<file path="config.mk">
export PLATFORM = sky130hd
export DESIGN_NAME = element_width_repacker_top
export DESIGN_NICKNAME = d
export VERILOG_FILES = /design/src/rtl/core/ewr_pkg.sv /design/src/rtl/core/ewr_regs.sv /design/src/rtl/core/ewr_front.sv /design/src/rtl/core/ewr_emit.sv /design/src/rtl/core/element_width_repacker_top.sv
export SDC_FILE = /design/constraint.sdc
export NUM_CORES = 1
export LEC_CHECK = 0
export ABC_CLOCK_PERIOD_IN_PS = 5450
export BUFFER_PORTS_ARGS = -buffer_cell sky130_fd_sc_hd__buf_2
export CELL_PAD_IN_SITES_DETAIL_PLACEMENT = 2
export CELL_PAD_IN_SITES_GLOBAL_PLACEMENT = 2
export CORE_MARGIN = 2
export CORE_UTILIZATION = 35
export DETAILED_ROUTE_END_ITERATION = 10
export PLACE_DENSITY_LB_ADDON = 0.1
export SLEW_MARGIN = 0
export SYNTH_ARGS = -nofsm -noshare
export SYNTH_HDL_FRONTEND = slang
export SYNTH_SLANG_ARGS = --single-unit
export TNS_END_PERCENT = 100
</file>
<file path="constraint.sdc">
create_clock -name clk -period 5.45 [get_ports clk]
set_input_delay 1.09 -clock clk [delete_from_list [all_inputs] [get_ports clk]]
set_output_delay 1.09 -clock clk [all_outputs]
set_load 0.05 [all_outputs]
</file>
<file path="src/rtl/core/ewr_pkg.sv">
// ----------------------------------------------------------------------------
// Element width repacker package
// Shared types, register map and width decoding for the repacker.
// ----------------------------------------------------------------------------
package ewr_pkg;

    // Width of the element counter and the kept part of the length register
    localparam int LENGTH_BITS = 16;

    // Register map: index of each register (byte address is 4 * index)
    localparam logic [1:0] REG_SOURCE_WIDTH = 2'd0;
    localparam logic [1:0] REG_TARGET_WIDTH = 2'd1;
    localparam logic [1:0] REG_SOURCE_LENGTH = 2'd2;

    // Width codes as written to the width registers
    localparam logic [1:0] CODE_BIT = 2'd0;
    localparam logic [1:0] CODE_NIBBLE = 2'd1;

    typedef enum logic [1:0]
    {
        BEAT_BIT,
        BEAT_NIBBLE,
        BEAT_BYTE
    } beat_width_t;

    typedef struct packed
    {
        logic [1:0] source_width_code;
        logic [1:0] target_width_code;
        logic [LENGTH_BITS-1:0] source_length;
        logic restart;
    } cfg_t;

    typedef struct packed
    {
        logic [7:0] data;
        logic [3:0] count;
        beat_width_t width;
        logic string_last;
    } burst_t;

    // Decode a width code; code three means a byte
    function automatic beat_width_t width_of_code(input logic [1:0] code);
        beat_width_t w;
        begin
            case (code)
                CODE_BIT: w = BEAT_BIT;
                CODE_NIBBLE: w = BEAT_NIBBLE;
                default: w = BEAT_BYTE;
            endcase
            return w;
        end
    endfunction

    function automatic logic [7:0] mask_of_width(input beat_width_t w);
        logic [7:0] m;
        begin
            case (w)
                BEAT_BIT: m = 8'h01;
                BEAT_NIBBLE: m = 8'h0F;
                default: m = 8'hFF;
            endcase
            return m;
        end
    endfunction

endpackage

</file>
<file path="src/rtl/core/ewr_regs.sv">
// ----------------------------------------------------------------------------
// Element width repacker registers
// APB register file for the width codes and the string length.
// ----------------------------------------------------------------------------
module ewr_regs
    import ewr_pkg::*;
(
    input  logic        clk,
    input  logic        rst_n,
    input  logic        psel,
    input  logic        penable,
    input  logic        pwrite,
    input  logic [3:0]  paddr,
    input  logic [31:0] pwdata,
    output logic [31:0] prdata,
    output logic        pready,
    output cfg_t        cfg
);

    logic [1:0] source_code_reg;
    logic [1:0] target_code_reg;
    logic [LENGTH_BITS-1:0] length_reg;
    logic write_en;
    logic restart_hit;

    assign pready = 1'b1;
    assign write_en = psel && penable && pwrite;

    // Restart the string on the same edge that writes a known register
    assign restart_hit = write_en && (paddr[3:2] == REG_SOURCE_WIDTH
                                      || paddr[3:2] == REG_TARGET_WIDTH
                                      || paddr[3:2] == REG_SOURCE_LENGTH);

    always_ff @(posedge clk or negedge rst_n)
    begin
        if (!rst_n)
        begin
            source_code_reg <= 2'd2;
            target_code_reg <= 2'd2;
            length_reg <= '0;
        end
        else
        begin
            if (write_en)
            begin
                unique case (paddr[3:2])
                    REG_SOURCE_WIDTH:
                    begin
                        source_code_reg <= pwdata[1:0];
                    end
                    REG_TARGET_WIDTH:
                    begin
                        target_code_reg <= pwdata[1:0];
                    end
                    REG_SOURCE_LENGTH:
                    begin
                        length_reg <= LENGTH_BITS'(pwdata[15:0]);
                    end
                    default: ;
                endcase
            end
        end
    end

    always_comb
    begin
        unique case (paddr[3:2])
            REG_SOURCE_WIDTH: prdata = {30'd0, source_code_reg};
            REG_TARGET_WIDTH: prdata = {30'd0, target_code_reg};
            REG_SOURCE_LENGTH: prdata = 32'(length_reg);
            default: prdata = 32'd0;
        endcase
    end

    assign cfg.source_width_code = source_code_reg;
    assign cfg.target_width_code = target_code_reg;
    assign cfg.source_length = length_reg;
    assign cfg.restart = restart_hit;

endmodule

</file>
<file path="src/rtl/core/ewr_front.sv">
// ----------------------------------------------------------------------------
// Element width repacker front end
// String state and per-element burst calculation.
// ----------------------------------------------------------------------------
module ewr_front
    import ewr_pkg::*;
(
    input  logic       clk,
    input  logic       rst_n,
    input  cfg_t       cfg,
    input  logic       accept,
    input  logic [7:0] in_element,
    output logic       burst_valid,
    output burst_t     burst
);

    logic [7:0] acc_reg;
    logic [7:0] acc_next;
    logic [LENGTH_BITS-1:0] seen_reg;
    logic [LENGTH_BITS-1:0] seen_next;
    beat_width_t sw;
    beat_width_t tw;
    logic [7:0] elem;
    logic [7:0] tmask;
    logic [2:0] ratio_mask;
    logic [2:0] rem;
    logic last_elem;
    logic group_done;
    logic [7:0] acc_shifted;

    assign sw = width_of_code(cfg.source_width_code);
    assign tw = width_of_code(cfg.target_width_code);
    assign elem = in_element & mask_of_width(sw);
    assign tmask = mask_of_width(tw);
    assign seen_next = seen_reg + LENGTH_BITS'(1);
    assign last_elem = (seen_next == cfg.source_length);

    always_comb
    begin
        // group size minus one when packing
        if (sw == BEAT_BIT && tw == BEAT_NIBBLE)
            ratio_mask = 3'd3;
        else if (sw == BEAT_BIT)
            ratio_mask = 3'd7;
        else
            ratio_mask = 3'd1;
        rem = cfg.source_length[2:0] & ratio_mask;
        group_done = (((seen_next[2:0] - rem) & ratio_mask) == 3'd0);
        if (sw == BEAT_BIT)
            acc_shifted = {acc_reg[6:0], elem[0]};
        else
            acc_shifted = {acc_reg[3:0], elem[3:0]};
        acc_shifted = acc_shifted & tmask;
    end

    always_comb
    begin
        acc_next = acc_reg;
        burst_valid = 1'b1;
        burst.data = elem;
        burst.count = 4'd1;
        burst.width = BEAT_BYTE;
        burst.string_last = last_elem;
        if (sw == tw)
        begin
            burst.data = elem & tmask;
        end
        else if (sw > tw)
        begin
            // left-align so that the first beat sits in the top bits
            burst.data = (sw == BEAT_NIBBLE) ? {elem[3:0], 4'd0} : elem;
            burst.width = tw;
            if (sw == BEAT_BYTE && tw == BEAT_NIBBLE)
                burst.count = 4'd2;
            else if (sw == BEAT_BYTE)
                burst.count = 4'd8;
            else
                burst.count = 4'd4;
        end
        else
        begin
            burst.data = acc_shifted;
            burst_valid = group_done;
            acc_next = group_done ? 8'd0 : acc_shifted;
        end
    end

    always_ff @(posedge clk or negedge rst_n)
    begin
        if (!rst_n)
        begin
            acc_reg <= 8'd0;
            seen_reg <= '0;
        end
        else if (cfg.restart)
        begin
            acc_reg <= 8'd0;
            seen_reg <= '0;
        end
        else if (accept)
        begin
            acc_reg <= last_elem ? 8'd0 : acc_next;
            seen_reg <= last_elem ? '0 : seen_next;
        end
    end

endmodule

</file>
<file path="src/rtl/core/ewr_emit.sv">
// ----------------------------------------------------------------------------
// Element width repacker emitter
// Holds one burst and sends it out one beat per cycle while m_tready is high.
// ----------------------------------------------------------------------------
module ewr_emit
    import ewr_pkg::*;
(
    input  logic       clk,
    input  logic       rst_n,
    input  logic       load,
    input  burst_t     burst,
    output logic       free,
    output logic       m_tvalid,
    input  logic       m_tready,
    output logic [7:0] m_tdata,
    output logic       m_tlast,
    output logic       m_tuser
);

    logic busy_reg;
    logic [3:0] count_reg;
    logic [7:0] data_reg;
    beat_width_t width_reg;
    logic string_last_reg;
    logic beat_done;
    logic final_beat;

    assign m_tvalid = busy_reg;
    assign final_beat = (count_reg == 4'd1);
    assign beat_done = busy_reg && m_tready;
    assign free = !busy_reg || (beat_done && final_beat);
    assign m_tlast = final_beat;
    assign m_tuser = final_beat && string_last_reg;

    always_comb
    begin
        case (width_reg)
            BEAT_BIT: m_tdata = {7'd0, data_reg[7]};
            BEAT_NIBBLE: m_tdata = {4'd0, data_reg[7:4]};
            default: m_tdata = data_reg;
        endcase
    end

    always_ff @(posedge clk or negedge rst_n)
    begin
        if (!rst_n)
        begin
            busy_reg <= 1'b0;
            count_reg <= 4'd0;
        end
        else if (load)
        begin
            busy_reg <= 1'b1;
            count_reg <= burst.count;
        end
        else if (beat_done)
        begin
            busy_reg <= !final_beat;
            count_reg <= count_reg - 4'd1;
        end
    end

    always_ff @(posedge clk)
    begin
        if (load)
        begin
            data_reg <= burst.data;
            width_reg <= burst.width;
            string_last_reg <= burst.string_last;
        end
        else if (beat_done)
        begin
            case (width_reg)
                BEAT_BIT: data_reg <= {data_reg[6:0], 1'b0};
                BEAT_NIBBLE: data_reg <= {data_reg[3:0], 4'd0};
                default: data_reg <= data_reg;
            endcase
        end
    end

endmodule

</file>
<file path="src/rtl/core/element_width_repacker_top.sv">
// ----------------------------------------------------------------------------
// Element width repacker
// Repacks a string of 1, 4 or 8 bit elements to another of those widths.
// ----------------------------------------------------------------------------
// Output: a loaded element shows its first result beat in the cycle after it is taken.
// Throughput: one input beat per cycle when it causes at most one result and the
//   output takes every beat; an unpacking input holds the emitter for its 2, 4 or
//   8 result beats, sent one per cycle while m_tready is high.
// Reset: asynchronous, active low; both widths reset to a byte, length to zero,
//   the string state and the output beat are cleared.
module element_width_repacker_top
    import ewr_pkg::*;
(
    input  logic        clk,
    input  logic        rst_n,
    // slave stream: tdata[7:0] = in_element
    input  logic        s_tvalid,
    output logic        s_tready,
    input  logic [7:0]  s_tdata,
    // master stream: tdata[7:0] = out_element, tlast = run_last
    output logic        m_tvalid,
    input  logic        m_tready,
    output logic [7:0]  m_tdata,
    output logic        m_tlast,
    // tuser[0] = string_end
    output logic        m_tuser,
    // configuration port
    input  logic        psel,
    input  logic        penable,
    input  logic        pwrite,
    input  logic [3:0]  paddr,
    input  logic [31:0] pwdata,
    output logic [31:0] prdata,
    output logic        pready
);

    cfg_t cfg;
    burst_t burst;
    logic burst_valid;
    logic emit_free;
    logic accept;

    // Take a new element whenever the emitter is empty or sends its final
    // beat in this cycle; a packing element that closes no group still
    // advances the string state without loading the emitter.
    assign s_tready = emit_free;
    assign accept = s_tvalid && s_tready;

    ewr_regs u_regs
    (
        .clk     (clk),
        .rst_n   (rst_n),
        .psel    (psel),
        .penable (penable),
        .pwrite  (pwrite),
        .paddr   (paddr),
        .pwdata  (pwdata),
        .prdata  (prdata),
        .pready  (pready),
        .cfg     (cfg)
    );

    // Per-element work: mask, count, pack or align, all done combinationally
    ewr_front u_front
    (
        .clk         (clk),
        .rst_n       (rst_n),
        .cfg         (cfg),
        .accept      (accept),
        .in_element  (s_tdata),
        .burst_valid (burst_valid),
        .burst       (burst)
    );

    // Result register: holds the burst and walks through its beats
    ewr_emit u_emit
    (
        .clk      (clk),
        .rst_n    (rst_n),
        .load     (accept && burst_valid),
        .burst    (burst),
        .free     (emit_free),
        .m_tvalid (m_tvalid),
        .m_tready (m_tready),
        .m_tdata  (m_tdata),
        .m_tlast  (m_tlast),
        .m_tuser  (m_tuser)
    );

    // The end of a string always falls on the final beat of its element
    assert property (@(posedge clk) disable iff (!rst_n)
        m_tvalid && m_tuser |-> m_tlast)
        else $error("string end flagged on a beat that is not an element's last");

    // Ready while a beat waits only when that final beat leaves this cycle
    assert property (@(posedge clk) disable iff (!rst_n)
        s_tready && m_tvalid |-> m_tready && m_tlast)
        else $error("input taken while a burst is still pending");

    // A beat that was not taken stays on the port
    assert property (@(posedge clk) disable iff (!rst_n)
        m_tvalid && !m_tready |=> m_tvalid && $stable(m_tdata))
        else $error("pending result beat changed before it was taken");

endmodule

</file>
==> results of run 1 <==
-- critical path: cells and delay by family, from the launching register on --
family | cells | cell delay [ps]
compound gates | 3 | 1350
simple gates | 3 | 1050
flops | 1 | 380
fa+ha+maj | 1 | 150
buf+inv | 3 | 440
-- power groups by stage --
stage,registers [mW],logic [mW],clock network (mW)
after detailed placement,0.713,0.828,0
final,0.704,0.820,0.399
after global routing,0.723,0.908,0.429
after CTS,0.705,0.832,0.416
after floorplan,0.664,0.658,0
after global placement,0.704,0.791,0
-- per-layer routing --
metal | track usage, % | share of wire [%]
met1 | 28.0 | 50
met2 | 30.9 | 45
met3 | 3.77 | 3.6
met4 | 6.14 | 1.1
met5 | 0 | 0
-- cells by family (layout without fill, tap and decap cells) --
kind of cell / Yosys count / count (layout) / share of synthesized area, %
fa+ha+maj: 7 / 7 / 2.48
compound gates: 71 / 71 / 12.5
other cells: 2 / 17 / 0.196
mux: 26 / 26 / 7.40
simple gates: 159 / 159 / 22.4
buf+inv: 48 / 88 / 6.55
flops: 59 / 59 / 40.0
xor+xnor: 36 / 36 / 8.58
-- how the worst max path moves through the flow --
stage | startpoint | to | slack [ps] | cells after the start
final | u_regs.target_code_reg[1]$_DFFE_PN1P_ | u_emit.data_reg[4]$_DFFE_PP_ | 1660 | 10
after global routing | u_regs.target_code_reg[1]$_DFFE_PN1P_ | u_emit.data_reg[2]$_DFFE_PP_ | 1200 | 10
after CTS | u_regs.target_code_reg[1]$_DFFE_PN1P_ | u_emit.data_reg[3]$_DFFE_PP_ | 1560 | 10
after detailed placement | u_regs.target_code_reg[1]$_DFFE_PN1P_ | u_emit.data_reg[3]$_DFFE_PP_ | 1560 | 10
after global placement | u_regs.target_code_reg[1]$_DFFE_PN1P_ | u_emit.data_reg[3]$_DFFE_PP_ | 1700 | 10
after floorplan | u_emit.count_reg[1]$_DFFE_PN0P_ | u_emit.data_reg[0]$_SDFFCE_PN0P_ | 1630 | 10
-- metrics by stage --
stage | instance area, um2 | cells | setup WS, ps | utilization, %
finish | 4370 | 603 | 1660 | 40.6
global route | 4370 | 603 | 1200 | 40.6
CTS | 4370 | 603 | 1560 | 40.6
detailed placement | 4170 | 587 | 1560 | 38.8
global placement | 4170 | 587 | 1700 | 38.8
floorplan | 3890 | 423 | 1630 | -
-- layout make-up --
cell class	instances	area (um2)
Inverter	11	41.3
Fill cell	1256	6380
Multi-Input combinational cell	316	2110
Clock inverter	5	52.6
Tap cell	140	175
Sequential cell	59	1530
Timing Repair Buffer	61	308
Clock buffer	11	141
-- Yosys cell counts, drive strengths merged (2+ instances only) --
cell / n
or3: 7
and4: 2
or2: 2
nor2b: 4
ha: 6
nand3: 17
inv: 11
dfrtp: 46
a31oi: 6
nor3: 7
mux2: 19
nor3b: 4
a21oi: 14
xor2: 19
clkbuf: 15
a21o: 4
nand4: 6
nor2: 16
and3b: 3
a221oi: 4
mux2i: 7
nand2: 42
xnor2: 16
a22o: 2
edfxtp: 11
nor4: 8
nand2b: 2
o31ai: 6
and2: 34
and3: 4
a32o: 7
a22oi: 4
buf: 22
conb: 2
o21ai: 19
dfstp: 2
==> out/results.md, run 1 <==
• 10 — number of cells on the worst reg-to-reg path
• 60 — quantity of I/O buffers inserted on ports
• completed — result of the run
• u_emit.data_reg[4]$_DFFE_PP_ — Critical R2R Capture
• 0.264 GHz — fmax
• 59 — flops & latches, synth
• 40.0% — sequential element share of the synthesized area
• 8.40 ps — worst-case clock skew
• 10,700 um2 — core area
• 44.1% — Switching Share
• 3,163 — via count of the routed design
• 3720 ps — Arr. time, crit path
• 109 um — Die X
• 0 — aggregate global routing overflow
• 0 — Post-CTS Repair Setup Buffers
• sky130_fd_sc_hd__dfrtp_1 — cell accounting for the most synthesized area
• 23 — biggest fanout along the worst timing path
• flop — Startpoint Class
• 1660 ps — flop-to-flop setup slack
• u_front.acc_reg[4]$_DFFE_PN0P_ — hold path startpoint
• 22.3% — Max transition margin
• 11,800 um2 — area of the die
• 9 — number of clock buffers inserted by TritonCTS
• 0 — number of setup violations in the final report
• 17.9 mm — wire length of the first global-routing pass
• 10.9 mm — total wire length after detailed routing
• 0 — antenna diode count
• sky130_fd_sc_hd__dfrtp_1 — Most used DFF post-synth
• 0 — post-route ant nets
• 13.8% — layout-stage area growth over the synthesis result
• 70 ps — clock edge transition at the registers on the reported setup and hold paths
• 0 — final-report hold violation count
• 0 — final max-slew violation count
• u_front.acc_reg[4]$_DFFE_PN0P_ — Endpoint, Worst Hold
• 532 ps — minimum hold slack
• no — setup repair after global routing missed its margin
• 38 — row count
• 350 ps — clock insertion delay at the later pin of the skew report
• 640 ps — CP max stage delay
• 0.769 — weighted congestion reported at the end of routability-driven placement
• u_regs.target_code_reg[1]$_DFFE_PN1P_ — Critical R2R Launch
• 1.92 mW — post-layout power
• 60 x sky130_fd_sc_hd__buf_2, 46 x sky130_fd_sc_hd__dfrtp_1, 42 x sky130_fd_sc_hd__nand2_1 — most frequent cells in the layout
• 22.5% — share of layout cells above drive strength 1
• 0 — number of antenna violations at the first check in global routing
• sky130_fd_sc_hd__clkbuf_8 — CTS Root Buffer Type
• 0 — Synth warnings
• flop to flop — category of the most critical setup path
• flop to flop — hold crit path type
• 408 — gate count of the mapped netlist
• sky130_fd_sc_hd__buf_2 — most frequent standard cell in the layout excluding fill and tap cells
• flop — Critical Path Sink Type
• 0.189 mV — highest ir drop seen on vdd
• 20.7% — clock network fraction of design power
• 9.41 um2 — mean instance size in the synthesized netlist
• 30.0% — area share of the largest cell type after synthesis
• 0 — number of gates given a new drive strength after cts
• 69.6% — Final period util
• sky130_fd_sc_hd__o21ai_0 — cell type of the slowest stage on the worst timing path
• 2 — maximum count of clock buffers along a single path
• sky130_fd_sc_hd__dfrtp_1 30%, sky130_fd_sc_hd__edfxtp_1 8.6%, sky130_fd_sc_hd__mux2_2 5.6%, sky130_fd_sc_hd__and2_1 5.5%, sky130_fd_sc_hd__xor2_1 4.3% — largest cells by area after synthesis
• 18.1 um — Routed WL per cell
• done — clock tree from TritonCTS
• 3,423 — vias in the first global route
• sky130_fd_sc_hd__inv_1 — most used cell along the critical path
• 1.07 mW — internal power contribution
• 4 — number of detailed-route iterations in the first pass
• 3840 um2 — Post-Syn Area
• 35.7% — starting density of the core
• 0 ps — setup TNS
• inv_1 -> nand2_1 -> inv_1 -> ha_1 -> inv_1 -> a21o_1 -> a21oi_1 -> and3b_1 -> nand2b_1 -> o21ai_0 — CP Cell Sequence
• 19.9% — overall global routing resource usage
• 3 — H-tree depth reported by CTS
• 96 — Boundary Pins
• 0.849 mW — sw power
• 50 — count of cell types in the netlist
• 1 — worst hold stages
• 0 — hold_buf cts
• 49 — largest net degree at the start of global routing
• 8.28 mm — hpwl dp
• 3790 ps — Min Clock Period, post-route
• 81.4% — share of flip-flops with an asynchronous set or reset
• 441 nW/um2 — areal power density over the cells
• 11 — number of enable-type register cells in the synthesized netlist
• 1160 ps — transition time at the pin with the least slew margin
• 1.99 nW — total leakage power
• 516 — post-layout net count
• 132 — Iteration-0 DRC Markers
• 5380 ps — critical path data required time
• 42.6% — logic gate share of total power
• 36.6% — proportion of power drawn by flip-flops and latches
• 59 — Num Clock Sinks
• 109 um — vertical die dimension
• 0 — DRC violations left
• 0 — max_cap viols
• 5.25 — routed via count divided by cell count
Power figures use the tool's default switching activity.
==> run 2: changes to the inputs <==
Settings changed: ABC_CLOCK_PERIOD_IN_PS 5450 to 3500, CORE_UTILIZATION 35 to 32.
Clock period 5.45 ns to 3.5 ns, I/O delays scaled along.
==> out/results.md, run 2 (same netlist as run 1, synthesis figures left out) <==
• 0.784 — weighted congestion reported at the end of routability-driven placement, was 0.769
• 460 ps — flop-to-flop setup slack, was 1660 ps
• 0.255 mV — highest ir drop seen on vdd, was 0.189 mV
• done — clock tree from TritonCTS, unchanged
• flop — Critical Path Sink Type, unchanged
• 18.2% — layout-stage area growth over the synthesis result, was 13.8%
• 522 — post-layout net count, was 516
• 0 — final-report hold violation count, unchanged
• 0 ps — setup TNS, unchanged
• 114 um — Die X, was 109 um
• 1.98 mW — internal power contribution, was 1.07 mW
• 18.4 mm — wire length of the first global-routing pass, was 17.9 mm
• sky130_fd_sc_hd__inv_1 — most used cell along the critical path, unchanged
• 60 x sky130_fd_sc_hd__buf_2, 46 x sky130_fd_sc_hd__dfrtp_1, 42 x sky130_fd_sc_hd__nand2_1 — most frequent cells in the layout, unchanged
• 11,600 um2 — core area, was 10,700 um2
• 550 ps — CP max stage delay, was 640 ps
• u_regs.target_code_reg[1]$_DFFE_PN1P_ — CP startpoint, unchanged
• 39.2% — final core utilization, was 40.6%
• 430 ps — Placement Setup Slack, was 1560 ps
• 430 ps — minimum hold slack, was 532 ps
• 755 ps — transition time at the pin with the least slew margin, was 1160 ps
• 32 — largest net degree at the start of global routing, was 49
• inv_1 -> nand2_1 -> inv_1 -> ha_1 -> inv_1 -> a21o_1 -> a21oi_1 -> and3b_1 -> nand2b_1 -> a221oi_1 -> a31oi_1 — CP Cell Sequence, was inv_1 -> nand2_1 -> inv_1 -> ha_1 -> inv_1 -> a21o_1 -> a21oi_1 -> and3b_1 -> nand2b_1 -> o21ai_0
• flop — Startpoint Class, unchanged
• 0 — antenna diode count, unchanged
• 2 — maximum count of clock buffers along a single path, unchanged
• 0 — post-route ant nets, unchanged
• 2.07 nW — total leakage power, was 1.99 nW
• 0 — hold_buf cts, unchanged
• sky130_fd_sc_hd__buf_2 — most frequent standard cell in the layout excluding fill and tap cells, unchanged
• 0 — aggregate global routing overflow, unchanged
• 0 — final max-slew violation count, unchanged
• 0.329 GHz — fmax, was 0.264 GHz
• 3,160 — via count of the routed design, was 3,163
• 39 — row count, was 38
• 0 — Post-CTS Repair Setup Buffers, unchanged
• 596 — number of cells in the design after placement, was 587
• 0 — DRC violations left, unchanged
• 459 ps — Worst Setup Slack, final, was 1660 ps
• 23.5% — share of layout cells above drive strength 1, was 22.5%
• 1.38 mW — sw power, was 0.849 mW
• 4 — number of detailed-route iterations in the first pass, unchanged
• 11.2 mm — total wire length after detailed routing, was 10.9 mm
• 8.43 mm — hpwl dp, was 8.28 mm
• 5.15 ps — worst-case clock skew, was 8.40 ps
• 13 — biggest fanout along the worst timing path, was 23
• 33.2% — starting density of the core, was 35.7%
• 5.16 — routed via count divided by cell count, was 5.25
• 3 — H-tree depth reported by CTS, unchanged
• 739 nW/um2 — areal power density over the cells, was 441 nW/um2
• 3100 ps — Arr. time, crit path, was 3720 ps
• 96 — Boundary Pins, unchanged
• 3560 ps — critical path data required time, was 5380 ps
• 4540 um2 — post-layout instance area, was 4370 um2
• 114 um — vertical die dimension, was 109 um
• 0 — max_cap viols, unchanged
• no — setup repair after global routing missed its margin, unchanged
• 60 — quantity of I/O buffers inserted on ports, unchanged
• 86.9% — Final period util, was 69.6%
• 9 — number of clock buffers inserted by TritonCTS, unchanged
• 3040 ps — Min Clock Period, post-route, was 3790 ps
• 59 — Num Clock Sinks, unchanged
• 28.1% — clock network fraction of design power, was 20.7%
• 12,900 um2 — area of the die, was 11,800 um2
• 50 ps — clock edge transition at the registers on the reported setup and hold paths, was 70 ps
• 32.9% — proportion of power drawn by flip-flops and latches, was 36.6%
• u_regs.target_code_reg[1]$_DFFE_PN1P_ — Critical R2R Launch, unchanged
• 3.35 mW — post-layout power, was 1.92 mW
• 340 ps — clock insertion delay at the later pin of the skew report, was 350 ps
• 18.3 um — Routed WL per cell, was 18.1 um
• 0 — number of setup violations in the final report, unchanged
• 41.1% — Switching Share, was 44.1%
• 3,399 — vias in the first global route, was 3,423
• sky130_fd_sc_hd__clkbuf_16 — CTS Root Buffer Type, was sky130_fd_sc_hd__clkbuf_8
• 612 — Layout Cells excl Fill, was 603
• 0 — number of antenna violations at the first check in global routing, unchanged
• 0 — number of gates given a new drive strength after cts, unchanged
• 39.0% — logic gate share of total power, was 42.6%
• 4230 um2 — placement-stage cell area, was 4170 um2
• flop to flop — category of the most critical setup path, unchanged
• 18.4% — overall global routing resource usage, was 19.9%
• completed — result of the run, unchanged
• 49.5% — Max transition margin, was 22.3%
• sky130_fd_sc_hd__dfstp_2 — cell type of the slowest stage on the worst timing path, was sky130_fd_sc_hd__o21ai_0
• 106 — Iteration-0 DRC Markers, was 132
• input pin to asynchronous set/reset pin — hold crit path type, was flop to flop
-- run 2: changes by cell type in the layout (fill, tap and decap cells not counted) --
cell | previous run | this run
sky130_fd_sc_hd__nor3b_1 | 3 | 2
sky130_fd_sc_hd__clkinv_2 | 3 | 2
sky130_fd_sc_hd__nor3b_2 | 1 | 2
sky130_fd_sc_hd__clkbuf_1 | 1 | 2
sky130_fd_sc_hd__bufinv_16 | 1 | 2
sky130_fd_sc_hd__clkbuf_8 | 10 | 0
sky130_fd_sc_hd__clkbuf_16 | 0 | 9
sky130_fd_sc_hd__buf_4 | 1 | 7
-- run 2: metal layers --
layer | share of wire, % | wire length, um | GRT usage (%) | vias up
li1 | - | - | - | 1523
met4 | 1.1 | 118 | 5.61 | 0
met1 | 51 | 5760 | 26.4 | 1565
met3 | 3.4 | 383 | 3.83 | 8
met5 | 0 | 0 | 0 | -
met2 | 44 | 4950 | 28.1 | 64
-- run 2: power by group through the flow --
stage | clock network [mW] | registers [mW] | logic (mW)
after global placement | 0 | 1.10 | 1.27
after floorplan | 0 | 1.04 | 1.03
after CTS | 0.964 | 1.10 | 1.33
after global routing | 0.995 | 1.13 | 1.45
final | 0.943 | 1.10 | 1.31
after detailed placement | 0 | 1.11 | 1.32
-- run 2: worst paths after layout --
kind,to,cells after the start
max in group asynchronous,u_front.seen_reg[15]$_DFFE_PN0P_,2
setup reg to reg,u_emit.data_reg[5]$_DFFE_PP_,11
hold / removal,u_front.acc_reg[6]$_DFFE_PN0P_,1
setup / recovery,u_emit.data_reg[5]$_DFFE_PP_,11
hold reg to reg,u_front.acc_reg[4]$_DFFE_PN0P_,1
min in group clk,u_front.acc_reg[4]$_DFFE_PN0P_,1
-- run 2: layout make-up --
class	instances	area, um2
tap	143	179
timing repair buffer	67	353
multi-input combinational	316	2120
inverter	11	41.3
sequential	59	1530
clock buffer	11	233
clock inverter	5	77.6
fill	1292	7030
-- run 2: critical path: cells and delay by family, from the launching register on --
kind	cells	cell delay, ps
and+or+nand+nor	3	780
AOI/OAI and AO/OA	4	930
adders and majority gates	1	200
buffers and inverters	3	310
DFF	1	550
